`config.mk`:
```
export PLATFORM = sky130hd
export DESIGN_NAME = oahm_front
export DESIGN_NICKNAME = d
export VERILOG_FILES = /design/src/rtl/oahm_pkg.sv /design/src/rtl/oahm_front.sv
export SDC_FILE = /design/constraint.sdc
export NUM_CORES = 1
export LEC_CHECK = 0
export ABC_AREA = 1
export CELL_PAD_IN_SITES_DETAIL_PLACEMENT = 0
export CELL_PAD_IN_SITES_GLOBAL_PLACEMENT = 2
export CORE_UTILIZATION = 35
export DETAILED_ROUTE_END_ITERATION = 6
export DONT_BUFFER_PORTS = 1
export PLACE_DENSITY_LB_ADDON = 0.1
export SLEW_MARGIN = 20
export SYNTH_ARGS = -nofsm -noshare
export SYNTH_HDL_FRONTEND = slang
export SYNTH_SLANG_ARGS = --single-unit
export TNS_END_PERCENT = 5
```
`constraint.sdc`:
```
create_clock -name clk -period 5.71 [get_ports clk]
set_input_delay 0.8565 -clock clk [delete_from_list [all_inputs] [get_ports clk]]
set_output_delay 0.8565 -clock clk [all_outputs]
set_load 0.02 [all_outputs]
```
`src/rtl/oahm_pkg.sv`:
```
// oahm_pkg: shared types, codes and constants for the open addressing hash map
// no dependencies
package oahm_pkg;

    localparam int TABLE_SIZE_DEF    = 256;
    localparam int PERTURB_SHIFT_DEF = 5;
    localparam int PROBE_EXTRA       = 40;

    typedef enum logic [1:0] {
        ACT_LOOKUP = 2'd0,
        ACT_INSERT = 2'd1,
        ACT_REMOVE = 2'd2,
        ACT_NONE   = 2'd3
    } action_t;

    typedef enum logic [1:0] {
        ST_OK         = 2'd0,
        ST_NOT_FOUND  = 2'd1,
        ST_UNHASHABLE = 2'd2,
        ST_FULL       = 2'd3
    } status_t;

    typedef enum logic [1:0] {
        TAG_EMPTY = 2'd0,
        TAG_LIVE  = 2'd1,
        TAG_TOMB  = 2'd2,
        TAG_SPARE = 2'd3
    } tag_t;

    typedef enum logic [2:0] {
        BK_IDLE,
        BK_CLEAR,
        BK_READ,
        BK_CHECK,
        BK_COMMIT,
        BK_OUT
    } bk_state_t;

    // classified request between front and back
    typedef struct packed {
        logic [1:0]  action;
        logic        unhashable;
        logic [31:0] key;
        logic [31:0] hash_code;
        logic [31:0] value;
    } req_t;

    typedef struct packed {
        logic [1:0]  status;
        logic [31:0] found_value;
        logic [8:0]  live_entries;
    } rsp_t;

endpackage

```
`src/rtl/oahm_front.sv`:
```
// oahm_front: accepts requests, checks the unhashable code, queues them for the back end
// depends on oahm_pkg
module oahm_front (
    input  logic               clk,
    input  logic               rst_n,
    input  logic               push,
    output logic               full,
    input  logic [1:0]         action,
    input  logic [31:0]        key,
    input  logic [31:0]        hash_code,
    input  logic [31:0]        value,
    input  logic               cfg_valid,
    output logic               cfg_ready,
    input  logic [31:0]        cfg_data,
    output logic               req_valid,
    input  logic               req_take,
    output oahm_pkg::req_t     req
);
    import oahm_pkg::*;

    logic [31:0] invalid_hash_reg;
    req_t        q_reg [2];
    logic [1:0]  cnt_reg;
    logic        wr_reg;
    logic        rd_reg;
    logic        do_push;
    logic        do_pop;
    req_t        incoming;

    assign cfg_ready = 1'b1;
    assign full      = (cnt_reg == 2'd2);
    assign do_push   = push && !full;
    assign do_pop    = req_take && (cnt_reg != 2'd0);
    assign req_valid = (cnt_reg != 2'd0);
    assign req       = q_reg[rd_reg];

    always_comb
    begin
        incoming.action     = action;
        incoming.unhashable = (hash_code == invalid_hash_reg);
        incoming.key        = key;
        incoming.hash_code  = hash_code;
        incoming.value      = value;
    end

    always_ff @(posedge clk or negedge rst_n)
    begin
        if (!rst_n)
        begin
            invalid_hash_reg <= '0;
            cnt_reg          <= '0;
            wr_reg           <= 1'b0;
            rd_reg           <= 1'b0;
        end
        else
        begin
            if (cfg_valid)
            begin
                invalid_hash_reg <= cfg_data;
            end
            if (do_push)
            begin
                wr_reg <= !wr_reg;
            end
            if (do_pop)
            begin
                rd_reg <= !rd_reg;
            end
            cnt_reg <= cnt_reg + {1'b0, do_push} - {1'b0, do_pop};
        end
    end

    always_ff @(posedge clk)
    begin
        if (do_push)
        begin
            q_reg[wr_reg] <= incoming;
        end
    end

endmodule

```
[After elaboration in Yosys (flattened, before gate mapping)]
Memory sizes are Yosys's and may differ from the RTL's.
Index checks and enable logic that the tools add are counted.
Operators by class
  $add $sub $neg: 2
  reduce and logical (&&, ||, !) cells: 6
  eq/ne operators: 2
  muxes and demuxes: 2
Operators with widths (count)
  32-bit equality test: 1
  1-bit zero test: 3
  2-bit by 1-bit adder with 2-bit output: 1
  2-bit equality test (second input constant): 1
  1-bit logical AND: 2
  1-bit 2-to-1 mux: 2
  2-bit nonzero test: 1
  2-bit by 1-bit subtractor with 2-bit output: 1
Word-level totals
  logic and storage cells: 17
  bits in writable memories: 198
  output and inout bits: 102
  bits in registers: 36
  memories kept: 1
Memories
  q_reg: words 2, bits a word 99, rd ports 1, clocked after Yosys merged registers in 0, wr ports 1, line oahm_front.sv:22  | req_t q_reg [2];

[Depth between registers and ports, before layout]
  depth in word-level cells: 5
  depth in mapped cells: 8

[Least setup slack after synthesis]
No wires, ideal clock.
  path kind: input port to flip-flop
  start: in push
  end: mem q_reg[0][0] in the netlist's numbering (enable)
  data required time: 5153 ps
  stages on the path: 2
  data arrival time: 5056 ps
  buffers on the path: 0
  setup time: 557 ps
  path slack: 97 ps
  cell sequence: o21ai_2 -> nor2_1
Between the ends
  longest elaborated chain between the ends: 3
RTL lines
  from (decl): line oahm_front.sv:6  | input logic push,
  1-bit logical AND: line oahm_front.sv:32  | assign do_push = push && !full;
  1-bit 2-to-1 mux: line oahm_front.sv:75  | if (do_push)
  1-bit 2-to-1 mux (not written as such): line oahm_front.sv:77  | q_reg[wr_reg] <= incoming;
  to (decl): line oahm_front.sv:22
No other way between the ends.

==> results.rst <==
.. list-table::
   :header-rows: 1

   * - Metric
     - Value
   * - Post-route ant nets
     - 0
   * - Count of input and output buffers
     - 0
   * - Slew at the pin closest to its max-slew limit
     - 869 ps
   * - Static Leak
     - 4.40 nW
   * - Fraction of layout cells with a size suffix above 1
     - 5.72%
   * - Unique cell type count in the Yosys netlist
     - 19
   * - Combined area of all synthesized cells
     - 9250 sq um
   * - Routed WL per cell
     - 16.9 um
   * - Status
     - finished, final reports clean
   * - Final Wtd Congestion
     - 0.728
   * - Setup crit end kind
     - output port
   * - Most area-hungry cell type in the Yosys netlist
     - edfxtp_1
   * - Total number of yosys warnings
     - 0
   * - Syn_nets
     - 955
   * - Portion of the post-synthesis area used by sequential elements
     - 74.0%
   * - Worst Reg-to-Reg Cells
     - 5
   * - Main flop type after synthesis
     - edfxtp_1
   * - Via count of the first global-routing pass
     - 5041
   * - Share of synthesized flip-flops with an asynchronous set or reset
     - 15.4%
   * - Crit path kind
     - flip-flop to output port
   * - List of most frequent post-synthesis cells
     - 424 x nand2_1, 198 x edfxtp_1, 62 x inv_1
   * - XOR/XNOR share of the synthesized area
     - 0.663%
   * - Clock buffers created by TritonCTS
     - 25
   * - Total power consumption of the routed design
     - 0.00564 W
   * - Max frequency
     - 309 MHz
   * - Crit path DAT
     - 2380 ps
   * - Die outline area
     - 27100 sq um
   * - Clock edge transition at the registers on the reported setup and hold paths
     - 60 ps
   * - Final standard cell area without fillers
     - 10500 sq um
   * - Setup repair after global routing missed its margin
     - false
   * - Final hold vios
     - 0
   * - Worst hold-check slack
     - 37.5 ps
   * - Initial Util
     - 35.6%
   * - Pin count of the biggest net entering global routing
     - 101
   * - Core outline area
     - 26000 sq um
   * - Leading post-synthesis cells by cell area
     - edfxtp_1 64%, nand2_1 17%, dfrtp_1 9.7%
   * - Count of flip-flops with a built-in enable after synthesis
     - 198
   * - Fraction of synthesized cell area taken by the top area cell type
     - 64.3%
   * - Post-synthesis to final-layout area growth
     - 13.1%
   * - WP data required
     - 4850 ps
   * - Clock tree from TritonCTS
     - done
   * - Post-route setup TNS
     - 0 ps
   * - Placed instance area
     - 9540 sq um
   * - Number of violations of the max-capacitance limit
     - 0
   * - Synth Register Bits
     - 234
   * - Overall global routing resource usage
     - 14.4%
   * - Area fraction in compound gates after synthesis
     - 1.66%
   * - Period utilization
     - 56.8%
   * - Final net count
     - 958
   * - Violation count after the first detailed-route iteration
     - 171
   * - Initial antenna violation count
     - 1
   * - Multiplexer share of the synthesized area
     - 0.446%
   * - Half-perimeter wire length after detailed placement
     - 12800 um
   * - Post-CTS setup buffer count
     - 0
   * - Number of instances in the synthesized netlist
     - 818
   * - CTS root buf
     - clkbuf_16
   * - Worst min path class
     - primary input to asynchronous set/reset pin
   * - Final-report max-slew violation count
     - 0
   * - # clock sinks
     - 234
   * - Routed wire length
     - 19900 um
   * - Dominant combinational cell family by area after synthesis
     - simple AND/OR/NAND/NOR gates
   * - Largest fanout on the critical path
     - 72
   * - Worst clock skew on the final layout
     - 5.59 ps
   * - Power density cells
     - 539 nW/um^2
   * - Die X
     - 165 um
   * - Number of flip-flops under the largest register name
     - 198
   * - Die extent in y
     - 165 um
   * - DRC violation count after routing
     - 0
   * - Source-to-sink clock delay at the later pin of the worst-skew pair
     - 510 ps
   * - Worst supply voltage drop on vdd
     - 0.206 mV
   * - Post-Syn Area per Cell
     - 11.3 sq um
   * - Final cell utilization of the core
     - 40.3%
   * - Number of gates resized after cts
     - 0
   * - Worst-case clock buffer depth
     - 3
   * - Count of vias placed by the detailed router
     - 5306
   * - Post-detailed-route via-to-cell ratio
     - 4.52
   * - GRT overflow
     - 0
   * - Crit path launch type
     - flip-flop
   * - Number of placed I/O pins
     - 237
   * - Min Clock Period, post-route
     - 3240 ps
   * - Wire length of the first global-routing pass
     - 29300 um
   * - Total iterations of the first detailed-routing run
     - 5
   * - Standard-cell rows
     - 59
   * - Top-count cell post-synth
     - nand2_1
   * - Adder-cell share of the synthesized area
     - 0.270%
   * - Hold_buf cts
     - 0
   * - H-Tree Level Count
     - 1
   * - Headroom to the max-slew limit
     - 42.1%
   * - Simple logic cell fraction of the synthesized area
     - 18.2%
   * - Final number of setup-violating endpoints
     - 0
-- power by group --
| part | switching, W | internal (W) | leakage, nW |
|---|---|---|---|
| Sequential | 0.000119 | 0.00228 | 2.27 |
| Combinational | 0.00128 | 0.000274 | 1.70 |
| Clock | 0.000622 | 0.00107 | 0.420 |
-- path summary, 6_finish.rpt --
check                                          start                    to  slack [ps]
worst min-delay path                           rst_n  invalid_hash_reg[14]          40
worst max register to register            cnt_reg[1]          q_reg[0][64]        3610
max in group asynchronous                      rst_n                rd_reg        5580
worst min register to register  invalid_hash_reg[28]  invalid_hash_reg[28]         530
min in group clk                             key[13]          q_reg[1][77]         440
worst max-delay path                          rd_reg               req[32]        2470
-- logic make-up (layout without fill, tap and decap cells) --
logic type      count (synthesis)  in the layout
simple gates                  449            449
flops                         234            234
buf+inv                        92            113
compound gates                 30             30
xor+xnor                        7              7
mux                             3              3
fa+ha+maj                       2              2
other cells                     1              2
-- placed cells by master, fill, tap and decap left out --
cell type	netlist	routed
clkbuf_8	0	3
diode_2	0	1
or2_1	1	1
dfrtp_1	36	35
conb_1	1	1
o21ai_2	1	1
nor2_4	0	2
clkbuf_16	0	25
edfxtp_1	198	198
buf_4	11	1
buf_12	0	2
clkinv_2	0	2
clkinv_1	0	1
nand2_1	424	424
clkbuf_1	2	9
bufinv_16	0	5
mux2_2	1	1
inv_1	62	62
dfrtp_4	0	1
xnor2_1	1	1
o21ai_0	29	29
ha_1	2	2
xor2_1	6	6
mux2_4	2	2
nor2_1	24	22
inv_6	0	1
buf_16	0	2
-- critical path, stage by stage, from the launching register on --
cell and delay, ps:
dfrtp_4 660, buf_4 670, nand2_1 110, nand2_1 300
-- routing by layer --
layer  vias to the layer above  global-route usage (%)  share of wire (%)
met5                         -                       0                  0
li1                       2632                       -                  -
met2                       188                    24.1                 48
met1                      2459                    16.8                 39
met3                        27                    6.20                 12
met4                         0                    3.67                1.5
-- final cells by class --
class	instances	area, sq um
fill	2462	15500
sequential	234	6850
multi-input combinational	492	1990
clock buffer	37	701
tap	335	419
inverter	63	241
clock inverter	8	164
timing repair buffer	5	103
antenna	1	2.50
-- per-stage QoR --
step | instances | setup WS, ps
finish | 1175 | 2470
global route | 1174 | 2300
CTS | 1172 | 2340
detailed placement | 1127 | 2890
global placement | 1127 | 2920
floorplan | 818 | 97.1
Power figures use the tool's default switching activity.
