### src/rtl/oahm_pkg.sv
// oahm_pkg: shared types, codes and constants for the open addressing hash map
// no dependencies
package oahm_pkg;

    localparam int TABLE_SIZE_DEF    = 256;
    localparam int PERTURB_SHIFT_DEF = 5;
    localparam int PROBE_EXTRA       = 40;

    typedef enum logic [1:0] {
        ACT_LOOKUP = 2'd0,
        ACT_INSERT = 2'd1,
        ACT_REMOVE = 2'd2,
        ACT_NONE   = 2'd3
    } action_t;

    typedef enum logic [1:0] {
        ST_OK         = 2'd0,
        ST_NOT_FOUND  = 2'd1,
        ST_UNHASHABLE = 2'd2,
        ST_FULL       = 2'd3
    } status_t;

    typedef enum logic [1:0] {
        TAG_EMPTY = 2'd0,
        TAG_LIVE  = 2'd1,
        TAG_TOMB  = 2'd2,
        TAG_SPARE = 2'd3
    } tag_t;

    typedef enum logic [2:0] {
        BK_IDLE,
        BK_CLEAR,
        BK_READ,
        BK_CHECK,
        BK_COMMIT,
        BK_OUT
    } bk_state_t;

    // classified request between front and back
    typedef struct packed {
        logic [1:0]  action;
        logic        unhashable;
        logic [31:0] key;
        logic [31:0] hash_code;
        logic [31:0] value;
    } req_t;

    typedef struct packed {
        logic [1:0]  status;
        logic [31:0] found_value;
        logic [8:0]  live_entries;
    } rsp_t;

endpackage

### src/rtl/oahm_out.sv
// oahm_out: two-entry result queue toward the pop side
// depends on oahm_pkg
module oahm_out (
    input  logic            clk,
    input  logic            rst_n,
    input  logic            rsp_valid,
    output logic            rsp_take,
    input  oahm_pkg::rsp_t  rsp,
    output logic            empty,
    input  logic            pop,
    output logic [1:0]      status,
    output logic [31:0]     found_value,
    output logic [8:0]      live_entries
);
    import oahm_pkg::*;

    rsp_t       q_reg [2];
    logic [1:0] cnt_reg;
    logic       wr_reg, rd_reg;
    logic       do_pop;

    assign rsp_take     = rsp_valid && (cnt_reg != 2'd2);
    assign do_pop       = pop && (cnt_reg != 2'd0);
    assign empty        = (cnt_reg == 2'd0);
    assign status       = q_reg[rd_reg].status;
    assign found_value  = q_reg[rd_reg].found_value;
    assign live_entries = q_reg[rd_reg].live_entries;

    always_ff @(posedge clk or negedge rst_n)
    begin
        if (!rst_n)
        begin
            cnt_reg <= '0;
            wr_reg  <= 1'b0;
            rd_reg  <= 1'b0;
        end
        else
        begin
            if (rsp_take) wr_reg <= !wr_reg;
            if (do_pop)   rd_reg <= !rd_reg;
            cnt_reg <= cnt_reg + {1'b0, rsp_take} - {1'b0, do_pop};
        end
    end

    always_ff @(posedge clk)
    begin
        if (rsp_take)
        begin
            q_reg[wr_reg] <= rsp;
        end
    end

endmodule

### config.mk
export PLATFORM = sky130hd
export DESIGN_NAME = oahm_out
export DESIGN_NICKNAME = d
export VERILOG_FILES = /design/src/rtl/oahm_pkg.sv /design/src/rtl/oahm_out.sv
export SDC_FILE = /design/constraint.sdc
export NUM_CORES = 1
export LEC_CHECK = 0
export CELL_PAD_IN_SITES_DETAIL_PLACEMENT = 0
export CELL_PAD_IN_SITES_GLOBAL_PLACEMENT = 1
export CORE_AREA = 2 2 80 120
export CTS_CLUSTER_DIAMETER = 30
export DETAILED_ROUTE_END_ITERATION = 10
export DIE_AREA = 0 0 82 122
export DONT_BUFFER_PORTS = 1
export PLACE_DENSITY = 0.72
export RECOVER_POWER = 50
export SYNTH_ARGS = -nofsm -noshare
export SYNTH_HDL_FRONTEND = slang
export SYNTH_SLANG_ARGS = --single-unit
### constraint.sdc
create_clock -name clk -period 4.4 [get_ports clk]
set_clock_uncertainty 0.15 [all_clocks]
set_input_delay 0.44 -clock clk [delete_from_list [all_inputs] [get_ports clk]]
set_output_delay 0.44 -clock clk [all_outputs]
set_load 0.01 [all_outputs]
# [Yosys cells after proc, flatten, opt, wreduce, memory -nomap -nowiden]
# Memory sizes are Yosys's and may differ from the RTL's.
# Cells that the tools add are included.
[totals] ff_bits=4 ram_bits=86 inputBits=47 word_cells=15 memories=1
[op_classes] add_sub_neg=2 eq_ne=1 muxes=2 n_reduce_logical=6
[memory_table] name="q_reg" words=2 word_bits=43 read_ports=1 rd_ports_with_merged_regs=0 write_ports=1 line_no="oahm_out.sv:17" text="rsp_t q_reg [2];"
[op_table] op="2-bit by 1-bit adder with 2-bit output" count=1
[op_table] op="1-bit logical AND" count=2
[op_table] op="1-bit logical NOT" count=2
[op_table] op="2-bit logical NOT" count=1
[op_table] op="1-bit two-way mux" count=2
[op_table] op="2-bit != test (second input constant)" count=1
[op_table] op="2-bit nonzero test" count=1
[op_table] op="2-bit by 1-bit subtractor with 2-bit output" count=1

# [Longest topological paths before layout]
# Gate-level depths: netlist (run 1).
[depth] depth_word=4 ltp_mapped=7 mapped_depth_nobuf=7

# [Least setup slack after synthesis (run 1)]
# No wires, ideal clock.
[synth_path] path_kind="register to register" start="register cnt_reg[1]" end="memory q_reg[1][0] in the netlist's numbering (enable)" setup_time_ps=443 arrival_ps=2350 path_slack_ps=1456 path_stages_with_launch=4 path_buffers=0 synth_period_minus_slack_ps=2944 path_cell_list="dfrtp_1 inv_1 o21ai_2 nor2_1"
[synth_via] elab_chain_len=4
[synth_lines] item="start, declared" line_no="oahm_out.sv:18" text="logic [1:0] cnt_reg;"
[synth_lines] item="start signal, assigned" line_no="oahm_out.sv:41" text="cnt_reg <= cnt_reg + {1'b0, rsp_take} - {1'b0, do_pop};"
[synth_lines] item="2-bit != test" line_no="oahm_out.sv:22" text="assign rsp_take = rsp_valid && (cnt_reg != 2'd2);"
[synth_lines] item="1-bit logical AND" line_no="oahm_out.sv:22"
[synth_lines] item="1-bit two-way mux" line_no="oahm_out.sv:47" text="if (rsp_take)"
[synth_lines] item="1-bit two-way mux (not written as such)" line_no="oahm_out.sv:49" text="q_reg[wr_reg] <= rsp;"
[synth_lines] item="end, declared" line_no="oahm_out.sv:17"
# No other way between the ends.

# [Final worst setup path (run 1)]
[layout_path] start="register cnt_reg[1]" end="memory q_reg[1][7] in the netlist's numbering (enable)"
# Same word-level chain as after synthesis.

==> impl_results.rst, run 1 <==
.. list-table::
   :header-rows: 1

   * - Metric
     - Value
   * - Clk slew on worst S/H paths
     - 0.06 ns
   * - Buffer cell driving the clock tree root
     - clkbuf_16
   * - Flip-flop count of the largest register after layout
     - 86
   * - Placed Cells
     - 262
   * - CP required
     - a little over 4 ns
   * - Antenna violations before repair
     - 0
   * - Minimum setup slack after placement
     - approximately 2.1 ns
   * - Switching pwr
     - approximately 0.75 mW
   * - Number of nets in the final layout
     - approximately 210
   * - Reg power frac
     - about 45%
   * - Clock buffer depth
     - 2
   * - Maximum level of the CTS H-tree
     - 3
   * - Class of the tightest hold or removal check
     - primary input to flip-flop
   * - Number of violations reported at the end of detailed-routing iteration 0
     - between 50 and 60
   * - Kind of cell with the highest combined delay on the critical path
     - simple AND/OR/NAND/NOR gates
   * - Number of vias per cell after detailed routing
     - ~4.8
   * - Number of global-route vias before repair
     - roughly 1500
   * - Setup repair after global routing missed its margin
     - false
   * - Initial core utilization
     - about 39%
   * - Netlist area before placement
     - between 3000 and 4000 sq um
   * - CTS sink cnt
     - 90
   * - Pin count of the biggest net entering global routing
     - 44
   * - Non-filler instance count after layout
     - 279
   * - First-pass DRT Iterations
     - 4
   * - Kind of start point of the critical path
     - flip-flop
   * - Element type at the critical path end
     - flip-flop
   * - Number of buffers and inverters on the critical path
     - 1
   * - Setup TNS
     - 0 ns
   * - Final routed wire length divided by cell count
     - approximately 19 microns
   * - Flops & latches, synth
     - 90
   * - Number of standard-cell rows in the floorplan
     - 43
   * - Syn nets
     - between 200 and 250
   * - Highest-delay cell along the critical path
     - nor2_2
   * - Worst slew margin relative to its limit
     - -42.2%
   * - Fill cell instance count of the final layout
     - roughly 800
   * - Critical setup path kind
     - flip-flop to flip-flop
   * - Most common cell after layout, fill and taps aside
     - edfxtp_1
   * - Clock latency on the worst-skew pair
     - 0.32 ns
   * - Dpl cell area
     - between 3000 and 4000 sq um
   * - Fraction of the core area covered by cells at the end of the flow
     - 43.5%
   * - Post-route ant nets
     - 0
   * - Violations in the final reports
     - max-capacitance violations, max-slew violations
   * - Number of cells upsized or downsized after cts
     - 0
   * - Slowest stage delay, CP
     - roughly 1.7 ns
   * - Synthesized instance count
     - 154
   * - Cell leakage power
     - 1.40 nW
   * - PnR worst setup slack
     - 1.43 ns
   * - Share of the clock period used by the worst path after layout
     - 67.6%
   * - Final slew viol count
     - 44
   * - Synthesized area per cell
     - between 20 and 25 sq um
   * - Area grow syn2layout
     - 12.1%
   * - Horizontal die dimension
     - ~80 microns
   * - All-layer global routing usage
     - a little under an eighth
   * - Routability cong.
     - 0.683
   * - Power share of the clock group
     - 32.9%
   * - Sw frac
     - about a quarter
   * - VDD IR max
     - 389 uV
   * - Final min period
     - about 3.0 ns
   * - Warnings, synthesis
     - 0
   * - Commonest cells after routing, fill and taps aside
     - 86 x edfxtp_1, 28 x mux2_4, 11 x mux2_1
   * - Number of I/O pins
     - between 90 and 100
   * - Total Die Area
     - between 10000 and 15000 sq um
   * - Combinational Power Share
     - a little under a quarter
   * - Achievable clock frequency
     - 336 MHz
   * - Cells along the critical path
     - inv_1 -> o21ai_0 -> nor2_2
   * - Post-DP HPWL
     - about 3700 microns
   * - Sequential area share after synthesis
     - ~76%
   * - Number of CTS-inserted buffers
     - 9
   * - Buffers added on ports
     - 0
   * - Hold violation total from the final report
     - 0
   * - Remaining global-route overflow
     - 0
   * - P_int
     - approximately 2.2 mW
   * - Measured slew at the worst slew-check pin
     - roughly 2.1 ns
   * - Post-route DRC
     - 0
   * - PwrDens
     - 740 nW/um^2
   * - Share of post-route cells with drive strength above 1
     - between 20% and 30%
   * - Arr. time, crit path
     - 2.72 ns
   * - Overall die height
     - 122 microns
   * - Worst-path fanout max
     - 43
   * - Placeable Area
     - roughly 9000 sq um
   * - Total of endpoints with negative setup slack in the final report
     - 0
   * - Max-Cap Viols
     - 1
   * - Via count
     - approximately 1300
   * - Number of distinct library cells after synthesis
     - 13
   * - Total non-filler cell area in the finished layout
     - 3930 sq um
   * - Total routed wirelength
     - ~5300 microns
   * - Run status
     - complete, but fails checks
   * - Antenna diode instance count
     - 0
   * - Wire length of the first global-routing pass
     - a little under 8000 microns
   * - TritonCTS clock tree
     - yes
## final timing paths
check / from / endpoint / slack [ns] / cells after the start
setup / recovery: cnt_reg[1]$_DFF_PN0_ / q_reg[1][7]$_DFFE_PP_ / 1.43 / 3
hold / removal: rsp[15] / q_reg[1][15]$_DFFE_PP_ / 0.05 / 0
setup reg to reg: cnt_reg[1]$_DFF_PN0_ / q_reg[1][7]$_DFFE_PP_ / 1.43 / 3
min in group asynchronous: rst_n / rd_reg$_DFFE_PN0P_ / 0.24 / 1
hold reg to reg: cnt_reg[1]$_DFF_PN0_ / cnt_reg[1]$_DFF_PN0_ / 0.39 / 1
max in group asynchronous: rst_n / wr_reg$_DFFE_PN0P_ / 3.69 / 1
## stage by stage
| step | power [mW] | hold slack, ns |
|---|---|---|
| final | 2.91 | 0.0546 |
| after global routing | 3.05 | 0.0314 |
| after CTS | 3.01 | 0.0394 |
| after detailed placement | 2.04 | -0.00546 |
| after global placement | 2.00 | -0.00546 |
| after floorplan | 1.98 | -0.00559 |
## Yosys cell counts
| master | number | area [sq um] |
|---|---|---|
| buf_12 | 4 | 80.1 |
| buf_6 | 1 | 11.3 |
| dfrtp_1 | 4 | 100 |
| edfxtp_1 | 86 | 2580 |
| ha_1 | 2 | 25.0 |
| inv_1 | 5 | 18.8 |
| mux2_2 | 4 | 45.0 |
| mux2_4 | 39 | 586 |
| nor2_1 | 3 | 11.3 |
| nor2b_1 | 1 | 6.26 |
| o21ai_2 | 1 | 8.76 |
| xnor2_1 | 3 | 26.3 |
| xor2_1 | 1 | 8.76 |
## metal layers
| metal | part of all wire [%] | up-vias | track usage (%) |
|---|---|---|---|
| met5 | 0 | - | 0 |
| met4 | 2.0 | 0 | 6.25 |
| met3 | 10 | 6 | 6.37 |
| met2 | 56 | 55 | 19.9 |
| met1 | 31 | 671 | 9.84 |
| li1 | - | 605 | - |
## kinds of logic (layout without fill, tap and decap cells)
group                      after synthesis  in the layout  share of synthesized area (%)
muxes                                   43             43                           18.0
and+or+nand+nor                          4              4                          0.499
buffers and inverters                   10             23                           3.14
AOI/OAI and AO/OA                        1              1                          0.250
adders and majority gates                2              2                          0.713
xor gates and xnor gates                 4              4                          0.998
DFF                                     90             90                           76.4
## power by group through the flow
| stage | logic (mW) | clock network [mW] | registers (mW) |
|---|---|---|---|
| 4_1_cts | 0.719 | 0.983 | 1.31 |
| 3_5_place_dp | 0.715 | 0 | 1.32 |
| 5_1_grt | 0.710 | 1.02 | 1.32 |
| 2_1_floorplan | 0.733 | 0 | 1.24 |
| 6_report | 0.658 | 0.958 | 1.29 |
| 3_3_place_gp | 0.695 | 0 | 1.31 |
## timing repair
item                      4_1_cts  5_1_grt
hold endpoints to repair        4        0
hold buffers                    1        0
buffers inserted                0        0
## worst register-to-register path, stage by stage (launching register included)
cell and delay [ns]:
dfrtp_1 0.41, inv_1 0.06, o21ai_0 0.26, nor2_2 1.66
## final cells by class
class	instances	area (sq um)	share of cell area, %
repair buffers	2	17.5	0.445
inverters	5	18.8	0.477
flip-flops and latches	90	2680	68.2
multi-input cells	54	682	17.3
clock inverters	5	150	3.82
clock buffers	11	243	6.17
well taps	112	140	3.56
Power figures use the tool's default switching activity.
==> run 2: changes to the inputs <==
clock period = 2.9 ns   (was 4.4 ns; I/O delays follow)
==> run 2 against run 1 <==
  * The flow now finishes without violations
  * Combinational power is 81% higher
  * Worst hold slack improved by 0.034 ns
  * Register-to-register slack lost 0.72 ns
  * Power is 41% higher
  * Critical path depth is 1 lower
  * Die area did not move
  * Clock power grew 0.7%
  * Utilization is 4.3 points higher
  * Clock-buffer cell count shrank 1
  * Critical endpoint is now status[0]
  * Highest routed layer unchanged
==> impl_results.rst, run 2 (synthesized netlist as in run 1, its figures left out) <==
.. list-table::
   :header-rows: 1

   * - Metric
     - Value
   * - Run status
     - complete, no violations
   * - Share of the clock period used by the worst path after layout
     - 76.0%
   * - CP required
     - roughly 2.5 ns
   * - Clock latency on the worst-skew pair
     - about 0.32 ns
   * - Number of standard-cell rows in the floorplan
     - between 40 and 50
   * - Total routed wirelength
     - approximately 5600 microns
   * - Clock buffer depth
     - 2
   * - Launch instance of the worst register-to-register path
     - cnt_reg[1]$_DFF_PN0_
   * - Initial core utilization
     - between 30% and 40%
   * - Pin count of the biggest net entering global routing
     - 29
   * - Class of the tightest hold or removal check
     - primary input to asynchronous set/reset pin
   * - Wire length of the first global-routing pass
     - 8400 microns
   * - Arr. time, crit path
     - ~1.8 ns
   * - Number of CTS-inserted buffers
     - 9
   * - Post-DP HPWL
     - approximately 4000 microns
   * - Number of cells upsized or downsized after cts
     - 0
   * - Share of post-route cells with drive strength above 1
     - 28.9%
   * - Clk slew on worst S/H paths
     - 0.06 ns
   * - Worst-path fanout max
     - 27
   * - Horizontal die dimension
     - between 80 and 90 microns
   * - Element type at the critical path end
     - output pin
   * - Commonest cells after routing, fill and taps aside
     - 86 x edfxtp_1, 44 x dlygate4sd3_1, 39 x mux2_4
   * - Total of endpoints with negative setup slack in the final report
     - 0
   * - Routability cong.
     - between 0.6 and 0.7
   * - Setup repair after global routing missed its margin
     - false
   * - Final min period
     - ~2.2 ns
   * - Number of vias per cell after detailed routing
     - between 4 and 5
   * - Kind of start point of the critical path
     - flip-flop
   * - All-layer global routing usage
     - 11.8%
   * - Post-route ant nets
     - 0
   * - Critical setup path kind
     - flip-flop to output pin
   * - VDD IR max
     - 453 uV
   * - Setup TNS
     - 0 ns
   * - Post-route DRC
     - 0
   * - Via count
     - 1495
   * - Final routed wire length divided by cell count
     - roughly 17 microns
   * - Measured slew at the worst slew-check pin
     - 0.866 ns
   * - CTS sink cnt
     - 90
   * - Number of violations reported at the end of detailed-routing iteration 0
     - 110
   * - Most common cell after layout, fill and taps aside
     - edfxtp_1
   * - Total Die Area
     - between 10000 and 15000 sq um
   * - Fill cell instance count of the final layout
     - 770
   * - Flip-flop count of the largest register after layout
     - between 80 and 90
   * - TritonCTS clock tree
     - yes
   * - Area grow syn2layout
     - 23.2%
   * - Final slew viol count
     - 0
   * - Overall die height
     - 122 microns
   * - Maximum level of the CTS H-tree
     - 3
   * - Cell leakage power
     - between 1.5 and 2 nW
   * - First-pass DRT Iterations
     - 4
   * - Buffers added on ports
     - 0
   * - Launch point of the worst path
     - rd_reg$_DFFE_PN0P_
   * - Buffer cell driving the clock tree root
     - clkbuf_16
   * - Placeable Area
     - ~9000 sq um
   * - Worst slew margin relative to its limit
     - approximately two fifths
   * - PwrDens
     - around 950 nW/um^2
   * - Achievable clock frequency
     - about 450 MHz
   * - Number of nets in the final layout
     - between 200 and 300
   * - Remaining global-route overflow
     - 0
   * - Antenna violations before repair
     - 1
   * - Number of I/O pins
     - between 90 and 100
   * - Max-Cap Viols
     - 0
   * - Hold violation total from the final report
     - 0
   * - Worst hold-check slack
     - 0.0885 ns
   * - Number of global-route vias before repair
     - about 1600
run 2: power breakdown:
group	leakage (nW)	total [mW]	switching [mW]	internal (mW)
combinational	0.611	1.19	0.591	0.601
clock	0.127	0.965	0.401	0.564
sequential	0.844	1.94	0.156	1.78
total	1.58	4.10	1.15	2.95
run 2: worst paths after layout:
check / cells after the start / to / slack [ns]
max: 2 / status[0] / 0.70
min: 1 / cnt_reg[1]$_DFF_PN0_ / 0.09
max reg2reg: 6 / cnt_reg[1]$_DFF_PN0_ / 0.71
min reg2reg: 1 / cnt_reg[1]$_DFF_PN0_ / 0.36
max in group asynchronous: 1 / rd_reg$_DFFE_PN0P_ / 2.32
min in group clk: 2 / rd_reg$_DFFE_PN0P_ / 0.14
run 2: layout make-up:
class	instances	area (sq um)	share of cell area, %
flip-flops and latches	90	2680	62.0
multi-input cells	54	728	16.8
repair buffers	47	500	11.6
clock buffers	10	229	5.29
well taps	112	140	3.24
clock inverters	5	22.5	0.521
inverters	5	18.8	0.434
diodes	1	2.50	0.0579
run 2: routing by layer:
metal / vias to the layer above / wire length, microns / GRT usage [%]
met1: 739 / 2070 / 12.6
met4: 0 / 133 / 5.73
li1: 697 / - / -
met5: - / 0 / 0
met3: 8 / 348 / 4.81
met2: 51 / 3080 / 19.9
run 2: repair_timing:
action,CTS,global route
setup buffers,0,0
hold buffers,44,0
endpoints found under the hold margin,90,0
run 2: stage by stage:
step	area, sq um	total power [mW]	util [%]	cells	setup WS, ns
after floorplan	3510	3.00	-	154	-0.0435
after CTS	4330	4.17	47.9	323	0.647
after global routing	4330	4.31	47.9	324	0.483
after detailed placement	3630	3.14	40.2	264	1.00
final	4330	4.10	47.9	324	0.697
after global placement	3630	3.09	40.2	264	1.05
run 2: critical path, stage by stage (launching register included):
cell,delay [ns]
dfrtp_2,0.73
buf_12,0.29
mux2_2,0.41
==> run 3: changes to the inputs <==
PLACE_DENSITY = 0.74   (was 0.72)
clock period = 2 ns   (was 2.9 ns; I/O delays follow)
==> run 3 against run 2 <==
  * Global-route usage decreased by 0.23 points
  * Combinational power increased by 52%
  * Wire length is 2.3% lower
  * Clock power increased by 72%
  * Worst hold slack got worse by 0.039 ns
  * Utilization up 0.82 points
  * Final area rose by 1.7%
  * Setup slack worse by 0.54 ns
  * Clock-buffer cell count rose by 1
  * Critical path depth did not move
  * Power up 52%
  * Die area did not move
==> impl_results.rst, run 3 (synthesized netlist as in run 1, its figures left out) <==
.. list-table::
   :header-rows: 1

   * - Metric
     - Value
   * - Most common cell after layout, fill and taps aside
     - edfxtp_1
   * - CTS sink cnt
     - 90
   * - Critical setup path kind
     - flip-flop to output pin
   * - Total routed wirelength
     - ~5500 microns
   * - Clock buffer depth
     - 2
   * - Number of global-route vias before repair
     - between 1500 and 2000
   * - Total Die Area
     - between 10000 and 15000 sq um
   * - Arr. time, crit path
     - between 1 and 1.5 ns
   * - Number of I/O pins
     - 92
   * - Initial core utilization
     - between 30% and 40%
   * - Slowest stage delay, CP
     - roughly 0.52 ns
   * - Cells along the critical path
     - buf_12 -> mux2_2
   * - Overall die height
     - between 100 and 150 microns
   * - Remaining global-route overflow
     - 0
   * - Number of standard-cell rows in the floorplan
     - 43
   * - Kind of start point of the critical path
     - flip-flop
   * - Pin count of the biggest net entering global routing
     - 26
   * - Horizontal die dimension
     - just over 80 microns
   * - Setup TNS
     - 0 ns
   * - Flip-flop count of the largest register after layout
     - 86
   * - Post-route DRC
     - 0
   * - Cell leakage power
     - roughly 1.6 nW
   * - Antenna violations before repair
     - 1
   * - Setup repair after global routing missed its margin
     - false
   * - Fraction of met3 tracks used by global routing
     - approximately 4.4%
   * - Hold bufs inserted after CTS
     - between 40 and 50
   * - Total of endpoints with negative setup slack in the final report
     - 0
   * - All-layer global routing usage
     - a little under an eighth
   * - Worst-path fanout max
     - 23
   * - Fill cell instance count of the final layout
     - 750
   * - Number of nets in the final layout
     - 262
   * - Number of vias per cell after detailed routing
     - roughly 4.7
   * - Minimum setup slack among reg-to-reg paths
     - between 0.2 and 0.3 ns
   * - Final min period
     - 1.84 ns
   * - PwrDens
     - 1420 nW/um^2
   * - GR Util met1
     - a little over a tenth
   * - CP required
     - around 1.7 ns
   * - Share of the clock period used by the worst path after layout
     - between 90% and 100%
   * - Number of setup buffers added after CTS
     - 0
   * - Wire length of the first global-routing pass
     - 8200 microns
   * - Worst slew margin relative to its limit
     - between 60% and 70%
   * - Final routed wire length divided by cell count
     - 16.7 microns
   * - Number of cells upsized or downsized after cts
     - 0
   * - Share of post-route cells with drive strength above 1
     - slightly below 30%
   * - Maximum level of the CTS H-tree
     - 3
   * - Clock latency on the worst-skew pair
     - 0.32 ns
   * - Max-Cap Viols
     - 0
   * - Commonest cells after routing, fill and taps aside
     - 86 x edfxtp_1, 46 x dlygate4sd3_1, 39 x mux2_4
   * - Post-route ant nets
     - 0
   * - Measured slew at the worst slew-check pin
     - around 0.49 ns
   * - TritonCTS clock tree
     - yes
   * - Hold violation total from the final report
     - 0
   * - Sum of internal, switching and leakage power
     - roughly 6.2 mW
   * - Highest-delay cell along the critical path
     - dfrtp_2
   * - Via count
     - 1545
   * - Post-DP HPWL
     - approximately 3800 microns
   * - Buffer cell driving the clock tree root
     - clkbuf_16
   * - Element type at the critical path end
     - output pin
   * - Number of CTS-inserted buffers
     - 9
   * - Clk slew on worst S/H paths
     - around 0.06 ns
   * - Run status
     - complete, no violations
   * - Buffers added on ports
     - 0
   * - Placeable Area
     - between 9000 and 10000 sq um
   * - Class of the tightest hold or removal check
     - primary input to flip-flop
   * - Most Used Layer, Global Route
     - met2
   * - Area grow syn2layout
     - 25.3%
   * - Global-route track usage on met2
     - a little over a fifth
   * - First-pass DRT Iterations
     - 4
   * - Routability cong.
     - approximately 0.64
   * - Number of violations reported at the end of detailed-routing iteration 0
     - between 70 and 80
   * - Achievable clock frequency
     - roughly 540 MHz
   * - Final slew viol count
     - 0
   * - VDD IR max
     - 848 uV
[run 3: cell types whose count changed in the layout (fill, tap and decap cells not counted), moves of 2 or more]
cell	previous run	this run
dlygate4sd3_1	44	46
clkbuf_1	1	3
buf_4	0	2
clkinv_2	3	0
clkbuf_2	0	2
bufinv_16	0	2
[run 3: final timing paths]
check	start	cells past startpoint	end
max in group asynchronous	rst_n	2	rd_reg$_DFFE_PN0P_
min in group asynchronous	rst_n	2	wr_reg$_DFFE_PN0P_
setup reg to reg	cnt_reg[1]$_DFF_PN0_	7	cnt_reg[1]$_DFF_PN0_
setup / recovery	rd_reg$_DFFE_PN0P_	2	live_entries[0]
hold reg to reg	cnt_reg[1]$_DFF_PN0_	1	cnt_reg[1]$_DFF_PN0_
hold / removal	pop	2	rd_reg$_DFFE_PN0P_
[run 3: metal layers]
layer,up-vias,part of all wire (%)
met4,0,3.0
li1,707,-
met5,-,0
met1,772,34
met2,54,58
met3,12,5.1
[run 3: report_power, final]
group          switching [mW]  internal, mW  total, mW
Clock                   0.583          1.08       1.66
Sequential              0.169          2.59       2.76
Combinational           0.925         0.885       1.81
Total                    1.68          4.55       6.23
[run 3: critical path, delay by kind of cell, from the launching register on]
kind | cells | cell delay, ns
buf+inv | 1 | 0.24
flops | 1 | 0.52
mux | 1 | 0.39
[run 3: layout make-up]
class	instances	area, sq um	area share [%]
antenna	1	2.50	0.0569
clock inverter	4	67.6	1.54
inverter	5	18.8	0.427
multi-input combinational	54	724	16.5
sequential	90	2680	61.0
tap	112	140	3.19
timing repair buffer	53	529	12.0
clock buffer	11	233	5.29
[run 3: stage by stage]
| step | setup slack (ns) | instance area (sq um) | utilization, % | instances | hold slack (ns) |
|---|---|---|---|---|---|
| 6_report | 0.161 | 4400 | 48.7 | 330 | 0.0499 |
| 5_1_grt | 0.0975 | 4400 | 48.7 | 330 | 0.0436 |
| 4_1_cts | 0.125 | 4410 | 48.8 | 329 | 0.0399 |
| 3_5_place_dp | 0.234 | 3650 | 40.4 | 268 | -0.245 |
| 3_3_place_gp | 0.374 | 3650 | 40.4 | 268 | -0.245 |
| 2_1_floorplan | -0.232 | 3510 | - | 154 | -0.246 |
